File: src/rtl/core/jddm_pkg.sv
`timescale 1ns / 1ps

package jddm_pkg;

    localparam int FULL_SPEED = 90;

    localparam int JOY_W   = 8;
    localparam int MAG_W   = JOY_W;
    localparam int PULSE_W = 16;

    localparam int LIM_W       = $clog2(FULL_SPEED + 1);
    localparam int PROD_W      = PULSE_W + LIM_W;
    localparam int SPEED_SHIFT = $clog2(FULL_SPEED);
    localparam int RECIP_SHIFT = PROD_W + SPEED_SHIFT;
    localparam int RECIP_W     = PROD_W + 1;

    // Rounded-up reciprocal of FULL_SPEED; exact for every product below 2**PROD_W.
    localparam logic [RECIP_W-1:0] RECIP =
        RECIP_W'(((64'd1 << RECIP_SHIFT) + 64'(FULL_SPEED) - 64'd1) / 64'(FULL_SPEED));

    localparam int DIV5_MULT   = 410;
    localparam int DIV5_SHIFT  = 11;
    localparam int DIV3_MULT   = 342;
    localparam int DIV3_SHIFT  = 10;
    localparam int SMALL_MUL_W = 9;

    localparam int CFG_IDX_W  = 2;
    localparam int CFG_DATA_W = PULSE_W;

    typedef enum logic [CFG_IDX_W-1:0] {
        REG_MIN_PULSE = 2'd0,
        REG_MAX_PULSE = 2'd1,
        REG_PERIOD    = 2'd2
    } cfg_reg_t;

    localparam logic [PULSE_W-1:0] MIN_PULSE_RST = 16'd35000;
    localparam logic [PULSE_W-1:0] MAX_PULSE_RST = 16'd45000;
    localparam logic [PULSE_W-1:0] PERIOD_RST    = 16'd50000;

endpackage

File: src/rtl/core/joystick_differential_drive_mixer_unit.sv
`timescale 1ns / 1ps

// Channel        Signals                                         Direction
// input          in_valid, in_ready, joy_x, joy_y                into the block
// result         out_valid, out_ready, pulse_left, pulse_right,  out of the block
//                dir_left, dir_right
// configuration  cfg_wr_en, cfg_index, cfg_data                  into the block
//
// A new sample is taken every cycle while in_ready is high; each sample passes an input register,
// a speed stage, a span multiply stage, a reciprocal multiply stage and the result register.
// Reset clears the stage valid bits and loads the default pulse settings.
// When out_ready is low, stages fill up behind the result register and in_ready falls
// only once all five stages hold a transaction.
module joystick_differential_drive_mixer_unit (
    input  logic                             clk,
    input  logic                             rst_n,
    input  logic                             in_valid,
    output logic                             in_ready,
    input  logic signed [jddm_pkg::JOY_W-1:0] joy_x,
    input  logic signed [jddm_pkg::JOY_W-1:0] joy_y,
    output logic                             out_valid,
    input  logic                             out_ready,
    output logic [jddm_pkg::PULSE_W-1:0]     pulse_left,
    output logic [jddm_pkg::PULSE_W-1:0]     pulse_right,
    output logic                             dir_left,
    output logic                             dir_right,
    input  logic                             cfg_wr_en,
    input  logic [jddm_pkg::CFG_IDX_W-1:0]   cfg_index,
    input  logic [jddm_pkg::CFG_DATA_W-1:0]  cfg_data
);
    import jddm_pkg::*;

    localparam int LANES = 2;

    function automatic logic [MAG_W-1:0] abs8(input logic [JOY_W-1:0] v);
        return v[JOY_W-1] ? MAG_W'(~v + 1'b1) : MAG_W'(v);
    endfunction

    function automatic logic [MAG_W-1:0] div5(input logic [MAG_W-1:0] v);
        logic [MAG_W+SMALL_MUL_W-1:0] t;
        t = v * SMALL_MUL_W'(DIV5_MULT);
        return MAG_W'(t >> DIV5_SHIFT);
    endfunction

    function automatic logic [MAG_W-1:0] div3(input logic [MAG_W-1:0] v);
        logic [MAG_W+SMALL_MUL_W-1:0] t;
        t = v * SMALL_MUL_W'(DIV3_MULT);
        return MAG_W'(t >> DIV3_SHIFT);
    endfunction

    function automatic logic [LIM_W-1:0] limit(input logic [MAG_W-1:0] s);
        return (s >= MAG_W'(FULL_SPEED)) ? LIM_W'(FULL_SPEED) : LIM_W'(s);
    endfunction

    logic [PULSE_W-1:0] min_pulse_reg;
    logic [PULSE_W-1:0] max_pulse_reg;
    logic [PULSE_W-1:0] period_reg;

    logic v0_reg, v1_reg, v2_reg, v3_reg, vo_reg;
    logic en1, en2, en3, eno;

    logic [JOY_W-1:0]   x_reg, y_reg;
    logic [LIM_W-1:0]   lim1_reg [LANES];
    logic               nz1_reg  [LANES];
    logic [PROD_W-1:0]  prod2_reg [LANES];
    logic               nz2_reg  [LANES];
    logic [PULSE_W-1:0] quot3_reg [LANES];
    logic               nz3_reg  [LANES];
    logic [LANES-1:0]   dir1_reg, dir2_reg, dir3_reg, diro_reg;
    logic [PULSE_W-1:0] pulse_reg [LANES];

    logic [MAG_W-1:0]   ax, ay, hi, lo, inner, spin;
    logic [MAG_W-1:0]   speed [LANES];
    logic [LANES-1:0]   dir_next;
    logic [PULSE_W-1:0] span;
    logic [PROD_W+RECIP_W-1:0] full [LANES];
    logic [PULSE_W:0]   sum [LANES];
    logic [PULSE_W-1:0] pulse_next [LANES];

    assign eno      = !vo_reg || out_ready;
    assign en3      = !v3_reg || eno;
    assign en2      = !v2_reg || en3;
    assign en1      = !v1_reg || en2;
    assign in_ready = !v0_reg || en1;

    always_ff @(posedge clk or negedge rst_n)
    begin
        if (!rst_n)
        begin
            min_pulse_reg <= MIN_PULSE_RST;
            max_pulse_reg <= MAX_PULSE_RST;
            period_reg    <= PERIOD_RST;
        end
        else if (cfg_wr_en)
        begin
            case (cfg_index)
                REG_MIN_PULSE: min_pulse_reg <= cfg_data;
                REG_MAX_PULSE: max_pulse_reg <= cfg_data;
                REG_PERIOD:    period_reg    <= cfg_data;
                default:       ;
            endcase
        end
    end

    always_ff @(posedge clk or negedge rst_n)
    begin
        if (!rst_n)
        begin
            v0_reg <= 1'b0;
            v1_reg <= 1'b0;
            v2_reg <= 1'b0;
            v3_reg <= 1'b0;
            vo_reg <= 1'b0;
        end
        else
        begin
            if (in_ready)
            begin
                v0_reg <= in_valid;
            end
            if (en1)
            begin
                v1_reg <= v0_reg;
            end
            if (en2)
            begin
                v2_reg <= v1_reg;
            end
            if (en3)
            begin
                v3_reg <= v2_reg;
            end
            if (eno)
            begin
                vo_reg <= v3_reg;
            end
        end
    end

    // Speed stage: magnitudes, mixing and direction bits.
    always_comb
    begin
        ax    = abs8(x_reg);
        ay    = abs8(y_reg);
        hi    = (ay > ax) ? ay : ax;
        lo    = (ay > ax) ? ax : ay;
        inner = (hi == lo) ? div3(hi) : lo;
        spin  = div5(ax);
        dir_next = {LANES{(ay != '0) && !y_reg[JOY_W-1]}};
        if (ax == '0 && ay == '0)
        begin
            speed[0] = '0;
            speed[1] = '0;
        end
        else if (ay == '0)
        begin
            speed[0] = spin;
            speed[1] = spin;
            dir_next = {!x_reg[JOY_W-1], x_reg[JOY_W-1]};
        end
        else if (ax == '0)
        begin
            speed[0] = ay;
            speed[1] = ay;
        end
        else if (!x_reg[JOY_W-1])
        begin
            speed[0] = inner;
            speed[1] = hi;
        end
        else
        begin
            speed[0] = hi;
            speed[1] = inner;
        end
    end

    assign span = (max_pulse_reg >= min_pulse_reg) ? (max_pulse_reg - min_pulse_reg) : '0;

    always_comb
    begin
        for (int i = 0; i < LANES; i++)
        begin
            full[i] = prod2_reg[i] * RECIP;
            sum[i]  = {1'b0, min_pulse_reg} + {1'b0, quot3_reg[i]};
            if (!nz3_reg[i])
            begin
                pulse_next[i] = '0;
            end
            else if (sum[i] > {1'b0, period_reg})
            begin
                pulse_next[i] = period_reg;
            end
            else
            begin
                pulse_next[i] = sum[i][PULSE_W-1:0];
            end
        end
    end

    always_ff @(posedge clk)
    begin
        if (in_valid && in_ready)
        begin
            x_reg <= joy_x;
            y_reg <= joy_y;
        end
        if (en1)
        begin
            dir1_reg <= dir_next;
        end
        if (en2)
        begin
            dir2_reg <= dir1_reg;
        end
        if (en3)
        begin
            dir3_reg <= dir2_reg;
        end
        if (eno)
        begin
            diro_reg <= dir3_reg;
        end
        for (int i = 0; i < LANES; i++)
        begin
            if (en1)
            begin
                lim1_reg[i] <= limit(speed[i]);
                nz1_reg[i]  <= (speed[i] != '0);
            end
            if (en2)
            begin
                prod2_reg[i] <= span * lim1_reg[i];
                nz2_reg[i]   <= nz1_reg[i];
            end
            if (en3)
            begin
                quot3_reg[i] <= PULSE_W'(full[i] >> RECIP_SHIFT);
                nz3_reg[i]   <= nz2_reg[i];
            end
            if (eno)
            begin
                pulse_reg[i] <= pulse_next[i];
            end
        end
    end

    assign out_valid   = vo_reg;
    assign pulse_left  = pulse_reg[0];
    assign pulse_right = pulse_reg[1];
    assign dir_left    = diro_reg[0];
    assign dir_right   = diro_reg[1];

endmodule

File: config.mk
export PLATFORM = sky130hd
export DESIGN_NAME = joystick_differential_drive_mixer_unit
export DESIGN_NICKNAME = d
export VERILOG_FILES = /design/src/rtl/core/jddm_pkg.sv /design/src/rtl/core/joystick_differential_drive_mixer_unit.sv
export SDC_FILE = /design/constraint.sdc
export NUM_CORES = 2
export LEC_CHECK = 0
export BUFFER_PORTS_ARGS = -buffer_cell sky130_fd_sc_hd__buf_2
export CORE_UTILIZATION = 60
export DETAILED_ROUTE_END_ITERATION = 10
export GPL_TIMING_DRIVEN = 1
export HOLD_SLACK_MARGIN = 0.08
export PLACE_DENSITY = 0.78
export SLEW_MARGIN = 40
export SYNTH_ARGS = -nofsm -noshare
export SYNTH_HDL_FRONTEND = slang
export SYNTH_SLANG_ARGS = --single-unit
File: constraint.sdc
create_clock -name clk -period 11.68 [get_ports clk]
set_input_delay 1.168 -clock clk [delete_from_list [all_inputs] [get_ports clk]]
set_output_delay 1.168 -clock clk [all_outputs]
set_load 0.01 [all_outputs]
* Word-level counts from Yosys, hierarchy flattened
Memory sizes are Yosys's and may differ from the RTL's.
Index checks and enable logic that the tools add are counted.
** Storage, ports and cells
- Bits in registers :: 77
- RAM bits :: 130
- Input bits :: 39
- Output and inout bits :: 36
- Memories :: 7
** Memories
- prod2_reg :: depth 2, bits a word 23, read ports 2, clocked after memory_dff 0, write ports 2, line joystick_differential_drive_mixer_unit.sv:65 : logic [PROD_W-1:0] prod2_reg [LANES];
- pulse_reg :: depth 2, bits a word 16, read ports 2, clocked after memory_dff 0, write ports 2, line joystick_differential_drive_mixer_unit.sv:70 : logic [PULSE_W-1:0] pulse_reg [LANES];
- quot3_reg :: depth 2, bits a word 16, read ports 2, clocked after memory_dff 0, write ports 2, line joystick_differential_drive_mixer_unit.sv:67 : logic [PULSE_W-1:0] quot3_reg [LANES];
- lim1_reg :: depth 2, bits a word 7, read ports 2, clocked after memory_dff 0, write ports 2, line joystick_differential_drive_mixer_unit.sv:63 : logic [LIM_W-1:0] lim1_reg [LANES];
- nz1_reg :: depth 2, bits a word 1, read ports 2, clocked after memory_dff 0, write ports 2, line joystick_differential_drive_mixer_unit.sv:64 : logic nz1_reg [LANES];
- nz2_reg :: depth 2, bits a word 1, read ports 2, clocked after memory_dff 0, write ports 2, line joystick_differential_drive_mixer_unit.sv:66 : logic nz2_reg [LANES];
- +1 memories
** Operators by class
- Add/sub/neg operators :: 5
- Multiply operators :: 6
- Magnitude comparators :: 6
- Equality and inequality tests :: 3
- Muxes and demuxes :: 26
- Bitwise gates (word level) :: 2
- Reductions and logical operators :: 24
** Operators by type and width (number)
- $mux W16 :: 9
- $mul A23 B24 Y46 const B :: 2
- $mul A16 B7 Y23 :: 2
- $mux W8 :: 5
- $add A16 B16 Y17 :: 2
- $gt A17 B16 Y1 :: 2
- $mul A8 B8 Y16 const B :: 2
- $reduce_bool A8 Y1 :: 3
- $add A8 B1 Y8 const B :: 2
- $ge A16 B16 Y1 :: 1
- $ge A8 B7 Y1 const B :: 2
- $logic_not A8 Y1 :: 2
- $not A8 Y8 :: 2
- $sub A16 B16 Y16 :: 1
- $mux W7 :: 2
- $eq A8 B8 Y1 :: 1
- $gt A8 B8 Y1 :: 1
- $mux W1 :: 8
- $logic_not A1 Y1 :: 7
- $reduce_and A2 Y1 :: 3
- $logic_or A1 B1 Y1 :: 5
- $mux W2 :: 2
- $logic_and A1 B1 Y1 :: 3
- $eq A2 B1 Y1 const B :: 1
- other kinds (2) :: 2

* Depth between registers and ports, before layout
- Word-level depth :: 13
- Gate-level depth with buffers :: 38

* Worst setup path before layout
Ideal clock, no wire load.
- Path type :: reg-to-reg
- From :: register min_pulse_reg[1]
- To :: memory prod2_reg[0][45] (netlist name), data pin
- Data arrival time :: 7.525 ns
- Required time :: 11.420 ns
- Setup slack :: 3.896 ns
- Cell stages (with the launch flop) :: 33
- Path buffers :: 1
- Period minus slack after synthesis :: 7.784 ns
- Cells stage by stage :: dfrtp_1 -> inv_1 -> fa_1 -> a21o_1 -> a21oi_1 -> o21ai_0 -> a21oi_1 -> o21ai_0 -> a21oi_1 -> o21ai_0 -> o41ai_1 -> o21a_1 -> a21o_1 -> buf_1 -> nor3_1 -> and2_1 -> fa_1 -> inv_1 -> fa_1 -> fa_1 -> inv_1 -> fa_1 -> ha_1 -> nor2b_1 -> o21a_1 -> o21ai_0 -> a21oi_1 -> a211oi_1 -> o31ai_1 -> or4_1 -> a41o_1 -> a21oi_1 -> xnor2_1
** RTL lines
- start: declaration :: line joystick_differential_drive_mixer_unit.sv:55 : logic [PULSE_W-1:0] min_pulse_reg;
- start signal: assignment :: line joystick_differential_drive_mixer_unit.sv:97 : REG_MIN_PULSE: min_pulse_reg <= cfg_data;
- end: declaration :: line joystick_differential_drive_mixer_unit.sv:65

==> impl_metrics.tcl <==
set metrics [dict create \
    cp.arrival_ns 9.23 \
    synthDistinctLibCells 88 \
    dr.first_iter.drc_count 1268 \
    overflow 0 \
    synth-seq-area-share 0.1789 \
    drive_above_1_share 0.06942 \
    rows 86 \
    initial_utilization 0.6065 \
    path_clk_slew_ns 0.07 \
    max_freq_mhz 112.0 \
    setup-violations-final 0 \
    syn_to_final_growth_pct 6.549 \
    grt_pass1_wl_um 126400 \
    wirelength_um 77150 \
    track_usage 0.2832 \
    ys.flop_type "edfxtp_1" \
    slowest_stage "fa_1" \
    yosysMostFrequentCell "inv_1" \
    fp.coreArea_um2 55090 \
    fillers 4395 \
    synthArstFlopShare 0.2560 \
    holdBufCountCts 0 \
    drc_errors 0 \
    yosysTopAreaCell "fa_1" \
    slew_headroom 0.4098 \
    critPathKind "flop to flop" \
    cp_max_fo 14 \
    cts-buffers-inserted 24 \
    first_pass_iters 5 \
    critPathLaunchType "flop" \
    synth_commonest_cells "679 x inv_1, 637 x ha_1, 436 x fa_1, 235 x nand2_1, 154 x edfxtp_1" \
    cts_buffer_depth 3 \
    vias 23350 \
    finalCritPeriodShare 0.7645 \
    status "complete, no violations" \
    min_path_type "flop to flop" \
    io_pins 75 \
    yosysTopAreaCellShare 0.2612 \
    largest_reg_flops 46 \
    fin_setup_tns_ns 0 \
    gp_congestion 0.9372 \
    slowest_delay_ns 0.53 \
    grt_max_degree 54 \
    drv_slew 0 \
    synth_seq_cells 207 \
    final.min_clock_period_ns 8.929 \
    post_cts_buffers 0 \
    antenna_found_initial 0 \
    cts_tree "yes" \
    wl_per_cell_um 18.67 \
    clock_skew_ns 0.04469 \
    worstMarginPinSlew_ns 0.8761 \
    die_h_um 238.0 \
    netlist_area_um2 33410 \
    post_cts_resize_count 0 \
    finalHoldViolCount 0 \
    drtAntennaViolNets 0 \
    place_hpwl_um 65320 \
    htree_levels 1 \
    clk_latency_ns 0.58 \
    avgSynthCellArea_um2 10.12 \
    antennaDiodeCount 0 \
    max-cap-violations 0 \
    synth_edf_count 154 \
    cts_sinks 207 \
    grt_setup_unrepaired "false" \
    ys_warn_count 0 \
    cp.required_ns 11.98 \
    synth_fp_nets 4415 \
    synthTopCellsByArea "fa_1 26%, ha_1 24%, edfxtp_1 14%" \
    vias_per_cell 5.650 \
    die_area_um2 56640 \
    die_w_um 238.0 \
    cts-root-buf "clkbuf_16" \
    nets 4479 \
    grt_pass1_vias 24510 \
    cp-end-kind "flop" \
    netlist_instances 3303 \
    io_buffers 74 \
]
[worst max-delay path, delay by kind of cell, from the launching register on]
family	cells	cell delay, ns
AOI/OAI and AO/OA	17	3.94
xor gates and xnor gates	1	0.07
DFF	1	0.47
buffers and inverters	3	0.24
adders and majority gates	6	2.76
and+or+nand+nor	4	1.14
[per-layer routing]
layer	vias to the layer above	track usage	share of wire
li1	11050	-	-
met1	11590	0.3603	0.42
met2	569	0.5035	0.50
met3	138	0.03228	0.046
met4	0	0.08974	0.032
met5	-	0	0
[cells by family after synthesis]
| group | share of synthesized area |
|---|---|
| AOI/OAI and AO/OA | 0.08373 |
| xor gates and xnor gates | 0.03303 |
| adders and majority gates | 0.5000 |
| buffers and inverters | 0.08320 |
| DFF | 0.1789 |
| muxes | 0.02265 |
| and+or+nand+nor | 0.09848 |
[path summary, 6_finish.rpt]
| check | start | to | slack [ns] | cells past startpoint |
|---|---|---|---|---|
| worst max-delay path | min_pulse_reg[1]$_DFFE_PN0P_ | prod2_reg[0][45]$_DFFE_PP_ | 2.75 | 31 |
| worst min-delay path | dir1_reg[0]$_DFFE_PP_ | dir2_reg[0]$_DFFE_PP_ | 0.42 | 0 |
| worst max register to register | min_pulse_reg[1]$_DFFE_PN0P_ | prod2_reg[0][45]$_DFFE_PP_ | 2.75 | 31 |
| worst min register to register | dir1_reg[0]$_DFFE_PP_ | dir2_reg[0]$_DFFE_PP_ | 0.42 | 0 |
| max in group asynchronous | rst_n | max_pulse_reg[7]$_DFFE_PN1P_ | 10.58 | 3 |
| min in group asynchronous | rst_n | v3_reg$_DFFE_PN0P_ | 0.52 | 2 |
[layout make-up]
type | count | area, µm² | share of cell area
clock inverter | 19 | 256.5 | 0.007204
sequential | 207 | 5977 | 0.1679
tap | 748 | 935.9 | 0.02629
multi-input combinational | 2358 | 24730 | 0.6947
clock buffer | 25 | 604.3 | 0.01697
inverter | 681 | 2556 | 0.07180
timing repair buffer | 95 | 540.5 | 0.01518
[stage by stage]
| stage | std cells | instance area [µm²] | util | hold slack, ns | setup WS [ns] |
|---|---|---|---|---|---|
| after floorplan | 3303 | 33410 | - | 0.4003 | 3.896 |
| after global placement | 4086 | 34670 | 0.6293 | 0.4067 | 3.182 |
| after detailed placement | 4087 | 34700 | 0.6299 | 0.4093 | 2.930 |
| after CTS | 4131 | 35560 | 0.6455 | 0.4246 | 2.872 |
| after global routing | 4133 | 35600 | 0.6462 | 0.4338 | 2.267 |
| final | 4133 | 35600 | 0.6462 | 0.4213 | 2.751 |
[placed cells by master, fill, tap and decap left out, types with 28 or more instances in the layout]
| cell | n |
|---|---|
| nand3_1 | 39 |
| buf_2 | 74 |
| xor2_1 | 35 |
| xnor2_1 | 91 |
| edfxtp_1 | 154 |
| and2_1 | 73 |
| o21a_1 | 35 |
| a21oi_1 | 100 |
| ha_1 | 637 |
| mux2_2 | 33 |
| and3_1 | 28 |
| a21o_1 | 38 |
| nand2_1 | 235 |
| nor2b_1 | 52 |
| nor3_1 | 40 |
| nor2_1 | 103 |
| fa_1 | 436 |
| dfrtp_1 | 32 |
| o21ai_0 | 91 |
| mux2i_1 | 37 |
| inv_1 | 679 |
Power is left out: the tool's default activity adds up to more than one toggle a clock period on the data nets, which glitch-free logic cannot reach.
